### config.mk
export PLATFORM = sky130hd
export DESIGN_NAME = mot_front
export DESIGN_NICKNAME = d
export VERILOG_FILES = /design/src/rtl/mot_pkg.sv /design/src/rtl/mot_front.sv
export SDC_FILE = /design/constraint.sdc
export NUM_CORES = 1
export LEC_CHECK = 0
export ABC_AREA = 1
export BUFFER_PORTS_ARGS = -buffer_cell sky130_fd_sc_hd__buf_2
export CAP_MARGIN = 20
export CORE_AREA = 2 2 242 244
export DETAILED_ROUTE_END_ITERATION = 10
export DIE_AREA = 0 0 244 246
export GPL_TIMING_DRIVEN = 0
export HOLD_SLACK_MARGIN = 0.02
export SYNTH_ARGS = -nofsm -noshare
export SYNTH_HDL_FRONTEND = slang
export SYNTH_SLANG_ARGS = --single-unit
### constraint.sdc
create_clock -name clk -period 41 [get_ports clk]
set_input_delay 4.1 -clock clk [delete_from_list [all_inputs] [get_ports clk]]
set_output_delay 4.1 -clock clk [all_outputs]
set_load 0.02 [all_outputs]
### src/rtl/mot_pkg.sv
// Package for the moving object table: op codes, status codes, record, queue and state types, saturating add.
// No dependencies.
`timescale 1ns / 1ps
package mot_pkg;

  typedef enum logic [2:0] {
    OP_ADD    = 3'd0,
    OP_DEL_IX = 3'd1,
    OP_DEL_SH = 3'd2,
    OP_TICK   = 3'd3,
    OP_READ   = 3'd4
  } op_t;

  typedef enum logic [1:0] {
    ST_OK    = 2'd0,
    ST_FULL  = 2'd1,
    ST_BADIX = 2'd2,
    ST_EMPTY = 2'd3
  } status_t;

  localparam int RecW = 32 * 10 + 8;

  typedef struct packed {
    logic [31:0] px;
    logic [31:0] py;
    logic [31:0] pz;
    logic [31:0] vx;
    logic [31:0] vy;
    logic [31:0] roll;
    logic [31:0] rrate;
    logic [31:0] wd;
    logic [31:0] ht;
    logic [31:0] life;
    logic [7:0]  shape;
  } rec_t;

  typedef struct packed {
    logic [2:0]  op;
    logic [5:0]  index;
    logic [7:0]  shape;
    logic [31:0] pos_x;
    logic [31:0] pos_y;
    logic [31:0] pos_z;
    logic [31:0] width;
    logic [31:0] height;
    logic [31:0] time_value;
    logic [31:0] vel_x;
    logic [31:0] vel_y;
    logic [31:0] roll_rate;
  } cmd_t;

  typedef struct packed {
    logic [1:0]  status;
    logic [5:0]  slot;
    logic [6:0]  object_count;
    logic [31:0] out_x;
    logic [31:0] out_y;
    logic [31:0] out_z;
    logic [31:0] out_roll;
    logic [31:0] out_width;
    logic [31:0] out_height;
    logic [7:0]  out_shape;
  } res_t;

  typedef enum logic [2:0] {
    S_IDLE,
    S_RD,
    S_EVAL,
    S_MVRD,
    S_MVWR,
    S_DONE
  } st_t;

  function automatic logic [31:0] sat_add(input logic [31:0] a, input logic [31:0] b);
    logic [32:0] s;
    s = {a[31], a} + {b[31], b};
    if (s[32] != s[31]) begin
      sat_add = s[32] ? 32'h8000_0000 : 32'h7fff_ffff;
    end else begin
      sat_add = s[31:0];
    end
  endfunction

endpackage

### src/rtl/mot_front.sv
// Front end: accepts input beats into a two-entry command queue.
// Depends on mot_pkg.
`timescale 1ns / 1ps
module mot_front (
  input  logic          clk,
  input  logic          rst_n,
  input  logic          in_valid,
  output logic          in_ready,
  input  mot_pkg::cmd_t in_cmd,
  output logic          q_valid,
  input  logic          q_pop,
  output mot_pkg::cmd_t q_cmd
);
  import mot_pkg::*;

  cmd_t       buf_r [2];
  logic       wp_r, wp_nxt, rp_r, rp_nxt;
  logic [1:0] cnt_r, cnt_nxt;
  logic       push, pop;

  assign in_ready = (cnt_r != 2'd2);
  assign push     = in_valid && in_ready;
  assign q_valid  = (cnt_r != 2'd0);
  assign pop      = q_pop && q_valid;
  assign q_cmd    = buf_r[rp_r];

  always_comb begin
    wp_nxt  = push ? ~wp_r : wp_r;
    rp_nxt  = pop ? ~rp_r : rp_r;
    cnt_nxt = cnt_r + {1'b0, push} - {1'b0, pop};
  end

  always_ff @(posedge clk) begin
    if (!rst_n) begin
      wp_r  <= 1'b0;
      rp_r  <= 1'b0;
      cnt_r <= 2'd0;
    end else begin
      wp_r  <= wp_nxt;
      rp_r  <= rp_nxt;
      cnt_r <= cnt_nxt;
    end
    if (push) begin
      buf_r[wp_r] <= in_cmd;
    end
  end
endmodule

==> results of run 1 <==
-- logic make-up (layout without fill, tap and decap cells) --
group	Yosys count	in the layout	share of synthesized area [%]
AOI/OAI and AO/OA	2	2	0.0446
adders and majority gates	2	2	0.112
buffers and inverters	41	782	1.69
DFF	615	615	82.2
muxes	305	305	15.7
other	0	13	0
and+or+nand+nor	20	20	0.352
-- flip-flops by register name, indices dropped and copies added (netlist names), named ones only --
| register | count |
|---|---|
| buf_r | 610 |
| cnt_r | 2 |
| rp_r | 1 |
| wp_r | 1 |
-- layout make-up --
cell class,instances,area (µm²),share of cell area (%)
inverter,7,33.8,0.118
tap,765,957,3.34
clock inverter,42,284,0.992
clock buffer,71,1560,5.46
timing repair buffer,628,3360,11.7
sequential,615,18400,64.3
multi-input combinational,329,3630,12.7
buffer,34,352,1.23
antenna,13,32.5,0.114
-- cell usage in the layout (no fill, tap or decap), types with 3 or more instances in the layout --
cell type / Yosys / layout
clkbuf_16: 0 / 61
clkinv_1: 0 / 14
edfxtp_1: 610 / 610
diode_2: 0 / 13
buf_2: 5 / 620
bufinv_16: 0 / 3
buf_16: 0 / 3
nor2_1: 8 / 7
buf_12: 0 / 10
clkbuf_1: 0 / 10
dfxtp_1: 5 / 5
buf_6: 29 / 29
inv_1: 7 / 6
clkinv_2: 0 / 20
nand2_1: 9 / 9
nand3_1: 3 / 3
mux2_2: 284 / 284
mux2_4: 20 / 20
-- metal layers --
| metal | up-vias | GRT usage, % |
|---|---|---|
| met5 | - | 0 |
| met4 | 10 | 7.14 |
| met3 | 117 | 6.09 |
| met2 | 397 | 28.9 |
| met1 | 5785 | 17.9 |
| li1 | 5344 | - |
-- per-stage QoR --
step	utilization, %	std cells	cell area, µm²
after floorplan	-	985	22400
after global placement	46.1	2365	26500
after detailed placement	46.6	2378	26800
after CTS	49.9	2491	28600
after global routing	49.9	2501	28600
final	49.9	2504	28600
-- worst max-delay path: stages (launching register included) --
cell     delay [ns]
dfxtp_1        0.32
buf_6          0.19
buf_6          0.22
buf_6          0.20
mux2_2         0.36
buf_2          0.18
-- worst max-delay path by stage --
stage | to | slack (ns) | depth (start not counted) | start
after global routing | q_cmd[158] | 34.70 | 5 | flip-flop
after CTS | q_cmd[215] | 34.71 | 5 | flip-flop
final | q_cmd[158] | 34.80 | 5 | flip-flop
after detailed placement | buf_r[0][287] | 34.70 | 7 | in_valid
after floorplan | buf_r[0][0] | 23.22 | 2 | in_valid
after global placement | buf_r[0][256] | 15.45 | 3 | in_valid
-- synthesized netlist by cell type --
cell type  number
ha_1            2
buf_6          29
dfxtp_1         5
mux2_1          1
nand3_1         3
a21oi_1         2
mux2_4         20
inv_1           7
edfxtp_1      610
nor2_1          8
nand2_1         9
mux2_2        284
buf_2           5
-- report_power, final --
part	switching [µW]	internal, µW	total [µW]	leakage (µW)
clock	226	290	516	0.000920
sequential	16.9	794	811	0.00574
combinational	303	194	497	0.00403
==> out/results.txt, run 1 <==
Dpl hpwl: 37000 µm
Tmin final: 6.20 ns
Vias in the first global route: 12300
TritonCTS buffer count: 61
R2r endpoint: buf_r[0][291]
Clock Skews: 0.0175 ns
Synthesized Nets: 1296
Fmax: 0.161 GHz
Clock sink count: 615
CP arrival: 2.10 ns
DRC violation count after routing: 0
Final WS setup: 34.80 ns
Hold_buf cts: 0
Fin nets: 1987
Max Used Layer: met5
Initial cell density of the core: 39.1%
Leak: 0.0107 µW
CP Data Required Time: 36.90 ns
Worst Max-Slew Pin Slew: 0.763 ns
Min Hold Slack: 0.513 ns
H-tree lvl count: 2
Syn Std Cell Area: 22400 µm²
Final setup fails: 0
Min-delay src: rp_r
Clock Latency Late Sink: 0.61 ns
GPL Wtd Cong: 0.804
Placement Setup Slack: 34.70 ns
Layout cells sized above 1: 61.2%
Yosys reg bits: 615
Hold Path Depth: 2
Routed wl met2: 26800 µm
Distinct cell type count of the synthesized netlist: 13
IO Count: 616
Final WL: 51500 µm
Setup crit start kind: flip-flop
MaxCap Viol Count: 0
Post-cts resize count: 0
Syn_area_per_cell: 22.8 µm²
Clock slew at reported path FFs: 0.06 ns
Pwr Density: 63.7 nW/µm²
Final antenna-violating net count: 0
GRT Total Usage: 16.5%
Die Height: 246 µm
Synth warn: 0
Hold Vio Cnt, Final: 0
P&R area growth vs syn: 27.7%
Crit-path max FO: 10
Yosys top cell area share: 81.7%
CTS max path bufs: 3
Largest net degree at the start of global routing: 118
Met1 Wirelength: 18300 µm
First-pass GRT wire length: 74100 µm
First-pass detailed-route iteration total: 5
# port buffers: 615
Worst Setup Path Type: flip-flop to output port
Setup Fix Bufs, Post-CTS: 0
Fillers: 4882
Worst Reg-to-Reg Cells: 8
Vias/cell: 4.65
Initial antenna violation count: 19
Leading area contributor after synthesis: edfxtp_1
Routed length on met3: 4380 µm
Slew margin rel.: 49.0%
Worst r2r src: cnt_r[0]
Wirelength per Cell: 20.6 µm
Starting DRT DRC Count: 555
VDD IR-drop max: 0.0416 mV
HP Class: flip-flop to flip-flop
DR vias: 11700
Row count: 88
Synth top area cells: edfxtp_1 82%, mux2_2 14%, buf_6 1.5%, mux2_4 1.3%, dfxtp_1 0.45%
Core area: 57400 µm²
Pwr Total: 1820 µW
Register area share after synthesis: 82.2%
Die area: 60000 µm²
Mapped Cells: 985
R2r setup slk: 38.43 ns
Final setup TNS: 0 ns
Period utilization: 15.1%
Slew Limit Fails: 0
Unrepaired setup endpoints after global routing: false
Outcome: finished, final reports clean
CP Capture Type: output port
CTS tree: done
Root Buffer: clkbuf_16
Die width: 244 µm
GRT Residual Overflow: 0
Note: power is estimated with default switching activity, not from simulation.
==> run 2: changes to the inputs <==
Settings changed: ABC_AREA 1 to 0, CORE_AREA 2 2 242 244 to 2 2 237 239, DIE_AREA 0 0 244 246 to 0 0 239 241.
Clock period 41 ns to 6.4 ns, I/O delays scaled along.
==> run 2 against run 1 <==
Clock skew decreased by 0.0043 ns. Critical path depth rose by 3. Sequential share of layout area decreased by 0.43 points. Critical path type is now flip-flop to flip-flop. Largest cell class unchanged. Highest routed layer unchanged.
==> out/results.txt, run 2 <==
Outcome: finished, final reports clean
Leak: 0.0108 µW (+0.60%)
Combinational power share: 27.3% (about the same)
CP endpoint: buf_r[0][290]
Pwr Total: 12000 µW (+560%)
GRT Residual Overflow: 0 (unchanged)
Slew margin rel.: 42.2% (-6.8 points)
IO Count: 616 (unchanged)
Root Buffer: clkbuf_16
Leading area contributor after synthesis: edfxtp_1
Syn Std Cell Area: 22400 µm² (about the same)
DRC violation count after routing: 0 (unchanged)
Setup Fix Bufs, Post-CTS: 0 (unchanged)
Yosys top cell area share: 81.7% (about the same)
Vias in the first global route: 12300 (-0.33%)
Clock sink count: 615 (unchanged)
Layout cells sized above 1: 61.2% (-0.077 points)
Total internal power: 8490 µW (+560%)
Distinct cell type count of the synthesized netlist: 19 (+6)
Core area: 54900 µm² (-4.3%)
R2r endpoint: buf_r[0][290]
Most common cell after layout, fill and taps aside: buf_2
Placement Setup Slack: 3.40 ns (-31.30 ns)
Crit-path max FO: 30 (+20)
Hold_buf cts: 0 (unchanged)
Die area: 57600 µm² (-4.0%)
Initial antenna violation count: 17 (-2)
R2r setup slk: 3.63 ns (-34.80 ns)
Most numerous cell in the Yosys netlist: edfxtp_1
Max reg flops: 610 (unchanged)
Dpl hpwl: 38200 µm (+3.3%)
Main flop type after synthesis: edfxtp_1
Yosys reg bits: 615 (unchanged)
Starting DRT DRC Count: 530 (-4.5%)
Most flops, register: buf_r
Vias/cell: 4.79 (+3.0%)
P&R area growth vs syn: 28.6%
Mapped Cells: 973 (-1.2%)
Syn_area_per_cell: 23.0 µm² (+1.2%)
Sequential power share: 42.8% (-1.7 points)
Period utilization: 43.2%
CTS max path bufs: 3 (unchanged)
Pwr Density: 418 nW/µm² (+560%)
Min Hold Slack: 0.244 ns (-0.269 ns)
CTS tree: done
Ys async rst share: 0% (unchanged)
CP Data Required Time: 6.66 ns (-30.24 ns)
Synthesized Nets: 1284 (-0.93%)
Clock Latency Late Sink: 0.57 ns (-0.04 ns)
Die Height: 241 µm (-2.0%)
GPL Wtd Cong: 0.808 (+0.50%)
Fin nets: 1983 (-0.20%)
DR vias: 11700 (+0.24%)
Clock Skews: 0.0132 ns (-0.00429 ns)
First-pass GRT wire length: 75000 µm (+1.2%)
Largest net degree at the start of global routing: 63 (-47%)
TritonCTS buffer count: 66 (+8.2%)
Switching Fraction: 29.4% (-0.47 points)
MaxCap Viol Count: 0 (unchanged)
Clock slew at reported path FFs: 0.06 ns (about the same)
HP Class: input port to flip-flop
Worst Setup Path Type: flip-flop to flip-flop
Final setup fails: 0 (unchanged)
Synth top area cells: edfxtp_1 82%, mux2_2 14%, buf_6 1.5%, mux2_4 1.3%, dfxtp_1 0.45%
Final setup TNS: 0 ns (unchanged)
H-tree lvl count: 3 (+1)
Most frequent cells in the layout: 620 x buf_2, 610 x edfxtp_1, 284 x mux2_2, 71 x clkbuf_16, 29 x buf_6
Slew Limit Fails: 0 (unchanged)
Tmin final: 2.77 ns
Post-cts resize count: 0 (unchanged)
CP arrival: 3.03 ns (+0.93 ns)
Hold Vio Cnt, Final: 0 (unchanged)
Register area share after synthesis: 82.2% (about the same)
Final WS setup: 3.63 ns (-31.17 ns)
Setup crit start kind: flip-flop
Row count: 86 (-2.3%)
Unrepaired setup endpoints after global routing: false
VDD IR-drop max: 0.290 mV (+600%)
Post-synth EDFFs: 610 (unchanged)
Final antenna-violating net count: 0 (unchanged)
CP Capture Type: flip-flop
Fmax: 0.361 GHz
Critical path startpoint: cnt_r[0]
Worst Reg-to-Reg Cells: 8 (unchanged)
Largest regs: buf_r: 610 flops, cnt_r: 2 flops
Die width: 239 µm (-2.0%)
First-pass detailed-route iteration total: 4 (-1)
Net Switching: 3540 µW (+550%)
Wirelength per Cell: 21.6 µm (+5.3%)
Clock share of power: 29.9% (+1.6 points)
Commonest cells in the synthesized netlist: 610 x edfxtp_1, 284 x mux2_2, 29 x buf_6
Final WL: 52700 µm (+2.5%)
Worst r2r src: cnt_r[0]
Initial cell density of the core: 40.8% (+1.8 points)
Worst Max-Slew Pin Slew: 0.868 ns (+0.104 ns)
GRT Total Usage: 17.6% (+1.1 points)
# port buffers: 615 (unchanged)
Synth warn: 0 (unchanged)
==> run 2: changes by cell type after synthesis, sizes merged, moves of 3 or more <==
cell | previous run | this run
inv | 7 | 1
nand3 | 3 | 0
xnor2 | 0 | 3
nor2 | 8 | 1
nand2 | 9 | 2
==> run 2: power by group through the flow <==
stage | clock [µW] | sequential [µW] | combinational, µW
after global placement | 0 | 5380 | 3210
after floorplan | 0 | 5300 | 2110
after global routing | 3840 | 5200 | 3480
after detailed placement | 0 | 5240 | 3340
after CTS | 3700 | 5160 | 3350
final | 3600 | 5150 | 3290
==> run 2: final cells by class <==
| class | instances | area (µm²) |
|---|---|---|
| Clock inverter | 25 | 189 |
| Clock buffer | 91 | 1850 |
| Inverter | 1 | 3.75 |
| Fill cell | 4502 | 26100 |
| Multi-Input combinational cell | 323 | 3650 |
| Antenna cell | 14 | 35.0 |
| Sequential cell | 615 | 18400 |
| Buffer | 34 | 352 |
| Tap cell | 704 | 881 |
| Timing Repair Buffer | 631 | 3440 |
==> run 2: metrics by stage <==
step	util, %	instances	cell area (µm²)
2_1_floorplan	-	973	22400
3_3_place_gp	48.1	2292	26400
3_5_place_dp	48.7	2308	26700
4_1_cts	52.5	2424	28800
5_1_grt	52.5	2434	28800
6_report	52.5	2438	28800
==> run 2: logic make-up after synthesis <==
family | count (synthesis) | share of synthesized area (%)
compound gates | 1 | 0.0335
mux | 306 | 15.7
xor+xnor | 3 | 0.117
buf+inv | 35 | 1.59
simple gates | 11 | 0.274
fa+ha+maj | 2 | 0.112
flops | 615 | 82.2
==> run 2: how the worst min path moves through the flow <==
stage | cells after the start | slack, ns | startpoint | endpoint
3_5_place_dp | 2 | 0.52 | wp_r | wp_r
2_1_floorplan | 2 | 0.49 | wp_r | wp_r
3_3_place_gp | 2 | 0.50 | wp_r | wp_r
6_report | 1 | 0.24 | in_cmd[25] | buf_r[0][25]
4_1_cts | 1 | 0.20 | in_cmd[125] | buf_r[0][125]
5_1_grt | 1 | 0.20 | in_cmd[131] | buf_r[1][131]
==> run 2: worst max-delay path, stage by stage (launching register included) <==
cell      delay [ns]
dfxtp_1         0.36
nand2b_1        0.18
nand2_1         0.15
nor2_4          0.51
buf_12          0.26
buf_12          0.22
buf_12          0.23
buf_12          0.24
buf_12          0.24
==> run 2: per-layer routing <==
metal | vias up | track usage [%] | wire, µm
met4 | 8 | 8.24 | 1740
met3 | 111 | 6.54 | 4180
met1 | 5829 | 19.5 | 19200
met5 | - | 0 | 47
met2 | 405 | 30.3 | 27500
li1 | 5328 | - | -
==> run 3: changes to the inputs <==
Settings changed: ABC_AREA 0 to 1, CORE_AREA 2 2 237 239 to 2 2 242 244, DIE_AREA 0 0 239 241 to 0 0 244 246.
Clock period 6.4 ns to 2.51 ns, I/O delays scaled along.
==> run 3 against run 2 <==
Utilization increased by 3.3 points. Clock-buffer cell count decreased by 10. Via count increased by 12%. Combinational power increased to 2.6 times the previous value. Critical path type is now flip-flop to output port. Highest routed layer is now met4.
==> out/results.txt, run 3 (synthesized netlist as in run 1, its figures left out) <==
Dpl hpwl: 38100 µm (-0.31%)
Outcome: finished, final reports clean
Combinational power share: 27.9% (+0.6 points)
Leak: 0.0121 µW (+12%)
GRT Total Usage: 17.8% (+0.22 points)
Most frequent cells in the layout: 620 x buf_2, 610 x edfxtp_1, 308 x dlygate4sd3_1, 284 x mux2_2, 68 x clkbuf_16
Fmax: 0.432 GHz
Switching Fraction: 29.7% (+0.26 points)
DR vias: 13000 (+12%)
Row count: 88 (+2.3%)
P&R area growth vs syn: 42.9%
Most used cell, CP: buf_6
H-tree lvl count: 3 (unchanged)
GRT Residual Overflow: 0 (unchanged)
First-pass GRT wire length: 81100 µm (+8.1%)
Met1 Wirelength: 20200 µm (+5.2%)
DRC violation count after routing: 0 (unchanged)
Vias/cell: 4.65 (-3.0%)
Clock sink count: 615 (unchanged)
CTS max path bufs: 3 (unchanged)
Max Used Layer: met4
Crit-path max FO: 10 (-67%)
IO Count: 616 (unchanged)
Routed wl met2: 28400 µm (+3.2%)
Die area: 60000 µm² (+4.2%)
Period utilization: 92.3%
Layout cells sized above 1: 52.2% (-9.0 points)
Max reg flops: 610 (unchanged)
GPL Wtd Cong: 0.787 (-2.6%)
Core Util, Final: 55.8% (+3.3 points)
Pwr Density: 972 nW/µm² (+130%)
Clock share of power: 29.6% (-0.3 points)
Final antenna-violating net count: 0 (unchanged)
Hold Vio Cnt, Final: 0 (unchanged)
Total internal power: 21900 µW (+160%)
Final WL: 54800 µm (+3.9%)
First-pass detailed-route iteration total: 5 (+1)
Worst Setup Path Type: flip-flop to output port
# port buffers: 615 (unchanged)
CP Buf/Inv Count: 4 (-1)
Vias in the first global route: 14300 (+16%)
Slew margin rel.: 57.4% (+15 points)
Clock Skews: 0.0202 ns (+0.00703 ns)
Net Switching: 9250 µW (+160%)
Starting DRT DRC Count: 544 (+2.6%)
Die Height: 246 µm (+2.1%)
Largest net degree at the start of global routing: 41 (-35%)
Largest regs: buf_r: 610 flops, cnt_r: 2 flops
Critical-path cell list: buf_6 -> buf_6 -> buf_6 -> mux2_2 -> buf_2
Sequential power share: 42.6% (-0.2 points)
Clock Latency Late Sink: 0.58 ns (about the same)
Fin nets: 2308 (+16%)
Routed length on met3: 3780 µm (-9.6%)
Final setup fails: 0 (unchanged)
MaxCap Viol Count: 0 (unchanged)
Unrepaired setup endpoints after global routing: false
Clock slew at reported path FFs: 0.06 ns (about the same)
CP max-delay cell: mux2_2
Worst Max-Slew Pin Slew: 0.638 ns (-0.229 ns)
Initial antenna violation count: 2 (-15)
HP Class: input port to flip-flop
Pwr Total: 31200 µW (+160%)
Slew Limit Fails: 0 (unchanged)
Initial cell density of the core: 39.1% (-1.8 points)
Worst path max stage delay: 0.38 ns (-0.13 ns)
Core area: 57400 µm² (+4.5%)
CTS tree: done
Root Buffer: clkbuf_16
Crit-path leading delay family: buffers and inverters
Most flops, register: buf_r
Wirelength per Cell: 19.5 µm (-9.8%)
Area of the multi-input gates: 3660 µm² (+0.21%)
Most common cell after layout, fill and taps aside: buf_2
CP Capture Type: output port
CP arrival: 2.07 ns (-0.96 ns)
Die width: 244 µm (+2.1%)
VDD IR-drop max: 0.619 mV (+110%)
Setup crit start kind: flip-flop
Tmin final: 2.32 ns
TritonCTS buffer count: 66 (unchanged)
Reg area: 18400 µm² (about the same)
CP Data Required Time: 2.26 ns (-4.40 ns)
Fillers: 4477 (-0.56%)
-- run 3: cell count changes in the layout (fill, tap and decap cells not counted), moves of 5 or more --
cell / change
buf_12: +8
clkbuf_1: -7
diode_2: -12
dlygate4sd3_1: +308
nand2_1: +5
nor2_1: +7
-- run 3: timing repair --
item,in CTS,in global routing
hold buffers,308,0
setup endpoints to repair,57,0
setup buffers,0,0
endpoints found under the hold margin,615,0
gates resized for setup,0,0
-- run 3: layer usage --
metal | vias up | track usage [%]
met1 | 6492 | 19.8
met3 | 130 | 5.14
li1 | 5962 | -
met4 | 0 | 8.57
met5 | - | 0
met2 | 454 | 31.6
-- run 3: area by class of cell --
cell class	instances	share of cell area (%)
sequential	615	57.5
inverter	7	0.0937
multi-input combinational	330	11.4
buffer	34	1.10
clock buffer	81	5.46
clock inverter	29	0.890
antenna	2	0.0156
tap	765	2.99
timing repair buffer	943	20.5
-- run 3: worst paths after layout --
path / slack [ns] / cells past startpoint / to / startpoint
max: 0.19 / 5 / q_cmd[117] / flip-flop
max reg2reg: 0.21 / 8 / buf_r[0][167] / cnt_r[0]
min: 0.39 / 2 / buf_r[1][69] / in_cmd[69]
min reg2reg: 0.51 / 2 / flip-flop / rp_r
-- run 3: per-stage QoR --
stage	cells	hold slack [ns]	area [µm²]	setup TNS, ns	setup WS (ns)
after floorplan	985	0.344	22500	-1828.95	-3.00
after global placement	2365	0.438	26500	-3471.32	-5.87
after detailed placement	2385	0.442	26900	-2.05	-0.0688
after CTS	2804	0.333	32000	0	0.103
after global routing	2806	0.360	32000	0	0.0278
final	2806	0.388	32000	0	0.194
-- run 3: power by group through the flow --
stage | Combinational [µW] | Sequential (µW) | Clock [µW]
4_1_cts | 8790 | 13300 | 9490
3_5_place_dp | 8330 | 13500 | 0
2_1_floorplan | 5210 | 13700 | 0
6_report | 8680 | 13300 | 9220
5_1_grt | 9180 | 13400 | 9870
3_3_place_gp | 7690 | 13700 | 0
